<file path="src/design/rbd_pkg.sv">
// ----------------------------------------------------------------------------
// rbd_pkg
// Types, constants and helpers shared by the 4x4 box downscaler.
// ----------------------------------------------------------------------------
package rbd_pkg;

    localparam int LINE_WIDTH_W = 12;
    localparam logic [LINE_WIDTH_W-1:0] LINE_WIDTH_RESET = 12'd1024;
    localparam int SCALE = 4;
    localparam int CHAN_SUM_W = 10;
    localparam int QUEUE_DEPTH = 2;

    typedef logic [1:0] t_phase;
    localparam t_phase PH_TOP     = 2'd0;
    localparam t_phase PH_TOP_AVG = 2'd1;
    localparam t_phase PH_BOT     = 2'd2;
    localparam t_phase PH_OUT     = 2'd3;

    typedef struct packed {
        logic [7:0] red_in;
        logic [7:0] green_in;
        logic [7:0] blue_in;
        logic       frame_start;
    } t_in;

    typedef struct packed {
        logic [7:0] red_out;
        logic [7:0] green_out;
        logic [7:0] blue_out;
        logic       row_end;
    } t_out;

    typedef struct packed {
        logic [7:0] red;
        logic [7:0] green;
        logic [7:0] blue;
    } t_pix;

    typedef struct packed {
        logic [CHAN_SUM_W-1:0] red;
        logic [CHAN_SUM_W-1:0] green;
        logic [CHAN_SUM_W-1:0] blue;
    } t_sum;

    typedef struct packed {
        t_pix   pix;
        t_phase phase;
        logic   line_end;
        logic   clear;
    } t_cmd;

    function automatic logic [7:0] avg8(input logic [7:0] a, input logic [7:0] b);
        logic [8:0] s;
        s = {1'b0, a} + {1'b0, b} + 9'd1;
        return s[8:1];
    endfunction

    function automatic t_pix avg_pix(input t_pix a, input t_pix b);
        t_pix r;
        r.red   = avg8(a.red, b.red);
        r.green = avg8(a.green, b.green);
        r.blue  = avg8(a.blue, b.blue);
        return r;
    endfunction

endpackage

</file>
<file path="src/design/rbd_queue.sv">
// ----------------------------------------------------------------------------
// rbd_queue
// Short command queue between the front and the back.
// ----------------------------------------------------------------------------
module rbd_queue import rbd_pkg::*; #(
    parameter int W = 40
) (
    input  logic         i_clk,
    input  logic         i_rst_n,
    input  logic         i_push,
    input  logic [W-1:0] i_data,
    output logic         o_ready,
    output logic         o_valid,
    output logic [W-1:0] o_data,
    input  logic         i_pop
);

    localparam int PW = $clog2(QUEUE_DEPTH);
    localparam int CW = $clog2(QUEUE_DEPTH + 1);

    logic [W-1:0]  r_mem [QUEUE_DEPTH];
    logic [PW-1:0] r_wp;
    logic [PW-1:0] r_rp;
    logic [CW-1:0] r_cnt;
    logic [CW-1:0] n_cnt;
    logic          do_pop;

    assign o_ready = (r_cnt != CW'(QUEUE_DEPTH));
    assign o_valid = (r_cnt != '0);
    assign o_data  = r_mem[r_rp];
    assign do_pop  = i_pop && o_valid;

    always_comb begin
        unique case ({i_push, do_pop})
            2'b10:   n_cnt = r_cnt + CW'(1);
            2'b01:   n_cnt = r_cnt - CW'(1);
            default: n_cnt = r_cnt;
        endcase
    end

    always_ff @(posedge i_clk) begin
        if (i_push) begin
            r_mem[r_wp] <= i_data;
        end
    end

    always_ff @(posedge i_clk) begin
        if (!i_rst_n) begin
            r_wp  <= '0;
            r_rp  <= '0;
            r_cnt <= '0;
        end else begin
            r_cnt <= n_cnt;
            if (i_push) begin
                r_wp <= (r_wp == PW'(QUEUE_DEPTH - 1)) ? '0 : r_wp + PW'(1);
            end
            if (do_pop) begin
                r_rp <= (r_rp == PW'(QUEUE_DEPTH - 1)) ? '0 : r_rp + PW'(1);
            end
        end
    end

endmodule

</file>
<file path="config.mk">
export PLATFORM = sky130hd
export DESIGN_NAME = rbd_queue
export DESIGN_NICKNAME = d
export VERILOG_FILES = /design/src/design/rbd_pkg.sv /design/src/design/rbd_queue.sv
export SDC_FILE = /design/constraint.sdc
export NUM_CORES = 1
export LEC_CHECK = 0
export BUFFER_PORTS_ARGS = -buffer_cell sky130_fd_sc_hd__clkbuf_2
export CAP_MARGIN = 20
export CORE_MARGIN = 3
export CORE_UTILIZATION = 51
export DETAILED_ROUTE_END_ITERATION = 10
export PLACE_DENSITY = 0.76
export SYNTH_ARGS = -nofsm -noshare
export SYNTH_HDL_FRONTEND = slang
export SYNTH_SLANG_ARGS = --single-unit
</file>
<file path="constraint.sdc">
create_clock -name i_clk -period 3.1 [get_ports i_clk]
set_input_delay 0.62 -clock i_clk [delete_from_list [all_inputs] [get_ports i_clk]]
set_output_delay 0.62 -clock i_clk [all_outputs]
set_load 0.02 [all_outputs]
</file>
Word-level counts from Yosys, hierarchy flattened
Memory sizes are Yosys's and may differ from the RTL's. A register that Yosys moved wholly into a read port is not among the register bits.
Cells that the tools add are included.
- bits in registers: 4
- latch bits: 0
- memory bits (writable): 80
- ROM bits: 0
- bits of input ports: 44
- output and inout port bits: 42
- word-level logic and storage cells: 21
- memories kept: 1
- memory list (memory ; words ; width ; rd ports ; clocked after memory_dff ; wr ports ; RTL line ; source):
    r_mem ; 2 ; 40 ; 1 ; 1 ; 1 ; rbd_queue.sv:21 ; logic [W-1:0] r_mem [QUEUE_DEPTH];
- add/subtract/negate cells: 4
- multiply operators: 0
- divide/modulo/power cells: 0
- $lt $le $gt $ge: 0
- equal/unequal tests: 3
- shift-type cells: 0
- mux-type cells: 7
- bitwise gates (word level): 0
- reductions and logical operators: 3
- operators by type and width (cell ; count):
    1-bit two-way mux ; 6
    2-bit case mux with 2 select lines ; 1
    2-bit nonzero test ; 2
    1-bit adder (second input constant) ; 2
    2-bit by 1-bit adder with 2-bit output (second input constant) ; 1
    2-bit by 1-bit == test with 1-bit output (second input constant) ; 1
    2-bit == test (second input constant) ; 1
    2-bit != test (second input constant) ; 1
    2-bit by 1-bit subtractor with 2-bit output (second input constant) ; 1
    1-bit logical AND ; 1

Longest topological paths before layout
Gate-level depths: netlist of run 1.
- word-level depth: 4
- gate-level depth with buffers: 5
- depth with buffers taken out: 5

Worst setup path before layout of run 1
No wires, ideal clock.
- kind: in2reg
- from: in i_push
- to: mem r_mem[0][0] (enable)
- library setup time: 0.440 ns
- data arrival time: 2.390 ns
- required time: 2.660 ns
- slack: 0.271 ns
- cell stages on the path: 2
- path buffers: 0
- cell sequence: inv_1 nor2_1
- cells in the longest elaborated chain, start to end: 2
- ends and longest elaborated chain (what ; RTL line ; source):
    start: declaration ; rbd_queue.sv:10 ; input logic i_push,
    1-bit two-way mux ; rbd_queue.sv:42 ; if (i_push) begin
    1-bit two-way mux (not written as such) ; rbd_queue.sv:43 ; r_mem[r_wp] <= i_data;
    end: declaration ; rbd_queue.sv:21 ;
Every way passes these cells.

==> impl_metrics.py, run 1 <==
metrics = {
    "routing": {
        "met3_wirelength_um": 296,
        "drtIter0Drc": 62,
        "detail_route.wl_per_cell_um": 16.3,
        "drc": 0,
        "wl_um": 5230,
        "highest_layer": "met4",
        "routed_via_density": 4.98,
        "wl_met1_um": 2150,
        "drt_pass1_iterations": 4,
        "antenna_left": 0,
        "vias": 1594,
        "wl_met2_um": 2720,
    },
    "clock_tree": {
        "cts_max_level": 3,
        "ctsHoldBuffers": 0,
        "insertion_delay_ns": 0.34,
        "cts_made_buffers": 9,
        "postCtsSetupBuffers": 0,
        "cts_sinks": 85,
        "clock-root-buffer": "clkbuf_8",
        "cts_tree": "built",
        "clk_pin_slew_ns": 0.08,
        "ctsResizeCount": 0,
        "cts_buffer_depth": 2,
    },
    "timing": {
        "fin_setup_tns_ns": 0,
        "relSlewSlack_pct": 60.4,
        "clock_skew_ns": 0.00811,
        "period_minus_slack_ns": 2.28,
        "finalCritPeriodShare_pct": 73.6,
        "finalHoldViolCount": 0,
        "setup_viol": 0,
        "drv_slew": 0,
        "tightestPinTransition_ns": 0.593,
        "fmax_mhz": 438,
        "rsz0062_at_grt": "no",
    },
    "synthesis": {
        "synth-seq-cells": 85,
        "synthFlopType": "edfxtp_1",
        "ys_seq_area_share_pct": 80.8,
        "synthTopCellsByArea": "edfxtp_1 78%, mux2_1 15%, dfxtp_1 3.2%, xnor2_1 0.85%, buf_2 0.65%",
        "synthArstFlopShare_pct": 0,
        "syn_area_um2": 3100,
        "syn_nets": 192,
        "synth-edff-count": 80,
        "avgSynthCellArea_um2": 21.1,
        "synth.top_cell.area_share_pct": 77.5,
        "synth_cells": 147,
        "synth_warnings": 0,
        "synth.distinct_cells": 17,
        "synth_top_area_cell": "edfxtp_1",
    },
    "grt": {
        "antenna_found_initial": 0,
        "track_usage_pct": 16.2,
        "grt_pass1_wl_um": 8600,
        "overflow": 0,
        "grt_pass1_vias": 1722,
        "grt_max_degree": 41,
    },
    "power": {
        "leakage_nw": 1.46,
        "ir_worst_vdd_v": 0.000521,
        "powerDensity_nw_per_um2": 710,
    },
    "cells_and_area": {
        "final_cell_mix": "85 x clkbuf_2, 80 x edfxtp_1, 40 x mux2_1",
        "filler_cell_count": 407,
        "n_antenna_cell": 0,
        "final_common_cell": "clkbuf_2",
        "finalInstanceArea_um2": 3810,
        "syn2layout_area_growth_pct": 23.0,
        "drive_above_1_share_pct": 42.3,
        "final_nets": 288,
        "fin_util_pct": 67.2,
    },
    "die": {
        "placeableCoreArea_um2": 5680,
        "dieArea_um2": 7050,
        "dieHeight_um": 83.9,
        "start_util_pct": 54.6,
        "ios": 86,
        "rows": 27,
        "dieWidth_um": 83.9,
    },
    "run_status": {
        "status": "finished, final reports clean",
    },
    "worst_setup_path": {
        "cp_top_family": "buffers and inverters",
        "critPathBufInv": 2,
        "cpPeakStageDelay_ns": 0.43,
        "cp_max_fo": 40,
        "cp.required_ns": 2.48,
        "slowest_stage": "buf_4",
        "worst_setup_path_start_kind": "flop",
        "crit_path_cell_trace": "buf_4, mux2_1, clkbuf_2",
        "cp-end-kind": "primary output",
        "crit_type": "reg2out",
        "crit_arrival_ns": 1.66,
    },
    "flow_run": {
        "drv_cap": 0,
    },
    "placed_design": {
        "routabilityCongestion": 0.744,
        "io_buffers": 85,
        "dp_hpwl_um": 3590,
        "dpl-instance-area_um2": 3650,
    },
    "min_path": {
        "hold_path_class": "in2reg",
    },
}
routing by layer:
metal / global-route usage [%] / up-vias
li1: - / 764
met1: 19.7 / 774
met2: 26.5 / 51
met3: 5.82 / 5
met4: 6.14 / 0
met5: 0 / -
where the power goes:
part	switching (mW)	internal (mW)
clock	0.347	0.313
combinational	0.408	0.269
sequential	0.0301	1.34
total	0.785	1.92
final timing paths:
check                  start            to  slack, ns  depth (start not counted)
setup / recovery        flop    o_data[18]       0.82                          3
hold / removal    i_data[28]  r_mem[0][28]       0.46                          1
setup reg to reg        r_wp   r_mem[1][2]       1.58                          2
hold reg to reg     r_cnt[1]      r_cnt[1]       0.53                          2
area by class of cell:
type                            instances  area, µm²  share of cell area (%)
Clock inverter                          2       12.5                   0.328
Clock buffer                           14        153                    4.01
Timing Repair Buffer                   89        468                    12.3
Sequential cell                        85       2500                    65.7
Tap cell                               72       90.1                    2.36
Multi-Input combinational cell         57        581                    15.2
Inverter                                1       3.75                  0.0985
synthesized netlist by cell type, types with 2 or more instances:
cell type  count
nor2b_1        3
edfxtp_1      80
xnor2_1        3
mux2_1        40
buf_2          4
and2_1         2
dfxtp_1        5
worst reg2reg max path, stage by stage, from the launching register on:
cell     delay (ns)
dfxtp_1        0.38
and2_2         0.51
buf_4          0.32
kinds of logic after synthesis:
family	synth area share, %
AO/OA/AOI/OAI	0.929
AND/OR/NAND/NOR	1.74
adder cells (fa/ha/maj)	0.404
multiplexers	14.5
buffers and inverters	0.767
flip-flops	80.8
XOR/XNOR	0.848
through the flow:
step / hold WS [ns] / std cells / total power, mW / setup slack (ns)
after global placement: 0.502 / 304 / 2.07 / 1.14
after global routing: 0.440 / 320 / 2.86 / 0.688
final: 0.463 / 320 / 2.71 / 0.818
after CTS: 0.448 / 320 / 2.74 / 0.772
after detailed placement: 0.515 / 304 / 2.08 / 1.16
after floorplan: 0.478 / 147 / 1.86 / 0.271
flip-flops by register name, indices dropped and copies added (netlist names), named ones only:
register and cells:
r_mem 80, r_rp 1, r_wp 1, r_cnt 2
Note: power is estimated with default switching activity, not from simulation.
==> run 2, diff against run 1 <==
--- a/config.mk
+++ b/config.mk
@@ -8,9 +8,9 @@
 export BUFFER_PORTS_ARGS = -buffer_cell sky130_fd_sc_hd__clkbuf_2
 export CAP_MARGIN = 20
 export CORE_MARGIN = 3
-export CORE_UTILIZATION = 51
+export CORE_UTILIZATION = 46
 export DETAILED_ROUTE_END_ITERATION = 10
-export PLACE_DENSITY = 0.76
+export PLACE_DENSITY = 0.72
 export SYNTH_ARGS = -nofsm -noshare
 export SYNTH_HDL_FRONTEND = slang
 export SYNTH_SLANG_ARGS = --single-unit
==> constraint.sdc (replaced) <==
create_clock -name i_clk -period 1.9 [get_ports i_clk]
set_input_delay 0.38 -clock i_clk [delete_from_list [all_inputs] [get_ports i_clk]]
set_output_delay 0.38 -clock i_clk [all_outputs]
set_load 0.02 [all_outputs]
==> impl_metrics.py, run 2 (same netlist as run 1, synthesis figures left out) <==
metrics = {
    "cells_and_area": {
        "max_flop_register": "r_mem",
        "top_regs": "r_mem x80, r_cnt x2",
        "n_antenna_cell": 0,
        "syn2layout_area_growth_pct": 26.5,
        "drive_above_1_share_pct": 43.5,
        "largest_reg_flops": 80,
        "final_nets": 288,
        "final_cell_mix": "85 x clkbuf_2, 80 x edfxtp_1, 40 x mux2_1",
        "filler_cell_count": 497,
        "multi_input_area_um2": 581,
        "final_common_cell": "clkbuf_2",
        "register_area_um2": 2500,
        "fin_util_pct": 61.0,
    },
    "grt": {
        "track_usage_pct": 13.6,
        "grt_max_degree": 41,
        "grt_pass1_vias": 1573,
        "overflow": 0,
        "antenna_found_initial": 0,
        "grt_pass1_wl_um": 7560,
    },
    "clock_tree": {
        "ctsResizeCount": 0,
        "ctsHoldBuffers": 0,
        "postCtsSetupBuffers": 0,
        "cts_made_buffers": 9,
        "clock-root-buffer": "clkbuf_8",
        "clk_pin_slew_ns": 0.08,
        "cts_sinks": 85,
        "cts_buffer_depth": 2,
        "insertion_delay_ns": 0.34,
        "cts_tree": "built",
        "cts_max_level": 3,
    },
    "timing": {
        "tightestPinTransition_ns": 0.245,
        "fin_setup_tns_ns": 0,
        "fin_hold_ws_ns": 0.223,
        "clock_skew_ns": 0.00452,
        "fmax_mhz": 556,
        "period_minus_slack_ns": 1.80,
        "finalHoldViolCount": 0,
        "finalCritPeriodShare_pct": 94.7,
        "rsz0062_at_grt": "no",
        "setup_viol": 0,
        "relSlewSlack_pct": 83.7,
        "drv_slew": 0,
    },
    "worst_setup_path": {
        "crit_type": "reg2out",
        "cp-end-kind": "primary output",
        "crit_arrival_ns": 1.42,
        "cp.required_ns": 1.52,
        "worst_setup_path_start_kind": "flop",
        "cp_max_fo": 25,
    },
    "routing": {
        "drtIter0Drc": 74,
        "wl_um": 5260,
        "detail_route.wl_per_cell_um": 16.2,
        "vias": 1594,
        "antenna_left": 0,
        "drt_pass1_iterations": 4,
        "routed_via_density": 4.90,
        "drc": 0,
    },
    "die": {
        "start_util_pct": 48.2,
        "placeableCoreArea_um2": 6420,
        "ios": 86,
        "dieHeight_um": 88.1,
        "dieArea_um2": 7760,
        "rows": 29,
        "dieWidth_um": 88.1,
    },
    "run_status": {
        "status": "finished, final reports clean",
    },
    "placed_design": {
        "routabilityCongestion": 0.675,
        "dp_hpwl_um": 3510,
        "io_buffers": 85,
    },
    "min_path": {
        "hold_path_class": "in2reg",
    },
    "power": {
        "leakage_nw": 1.50,
        "ir_worst_vdd_v": 0.000666,
        "powerDensity_nw_per_um2": 1240,
    },
    "flow_run": {
        "drv_cap": 0,
    },
}
run 2: cell count changes in the layout (fill, tap and decap cells not counted), sizes merged:
cell / previous run / this run
clkinv: 1 / 2
bufinv: 0 / 3
clkbuf: 99 / 94
clkinvlp: 1 / 2
run 2: critical path, cell delays in order, from the launching register on:
cell and delay, ns:
dfxtp_2 0.36, buf_12 0.19, mux2_1 0.36, clkbuf_2 0.16
run 2: metal layers:
layer  vias to the layer above  GRT usage (%)  share of wire (%)
met3                         7           4.80                5.3
met4                         0           7.01                1.9
li1                        764              -                  -
met5                         -              0                  0
met2                        46           23.6                 52
met1                       777           14.7                 41
run 2: metrics by stage:
step / instances / total power [mW] / worst slack, ns / area, µm²
CTS: 325 / 4.92 / 0.0265 / 3920
finish: 325 / 4.86 / 0.101 / 3920
global placement: 309 / 3.42 / 0.420 / 3680
detailed placement: 309 / 3.44 / 0.418 / 3680
global route: 325 / 5.09 / 0.00645 / 3920
floorplan: 147 / 3.04 / 0.00914 / 3100
run 2: path summary, 6_finish.rpt:
path | slack (ns) | cells after the start | from | end
worst min-delay path | 0.22 | 1 | i_data[31] | r_mem[0][31]
worst min register to register | 0.53 | 2 | r_cnt[1] | r_cnt[1]
worst max register to register | 0.43 | 4 | r_cnt[0] | r_cnt[1]
worst max-delay path | 0.10 | 3 | flop | o_data[37]
run 2: final cells by class:
type                            instances  share of cell area, %
Tap cell                               77                   2.46
Clock inverter                          7                   2.91
Multi-Input combinational cell         57                   14.8
Sequential cell                        85                   63.9
Inverter                                1                 0.0958
Timing Repair Buffer                   89                   12.7
Clock buffer                            9                   3.16
run 2: report_power, final:
group	switching [mW]	internal (mW)
clock network	0.614	0.866
logic	0.670	0.476
registers	0.0550	2.18
total	1.34	3.52
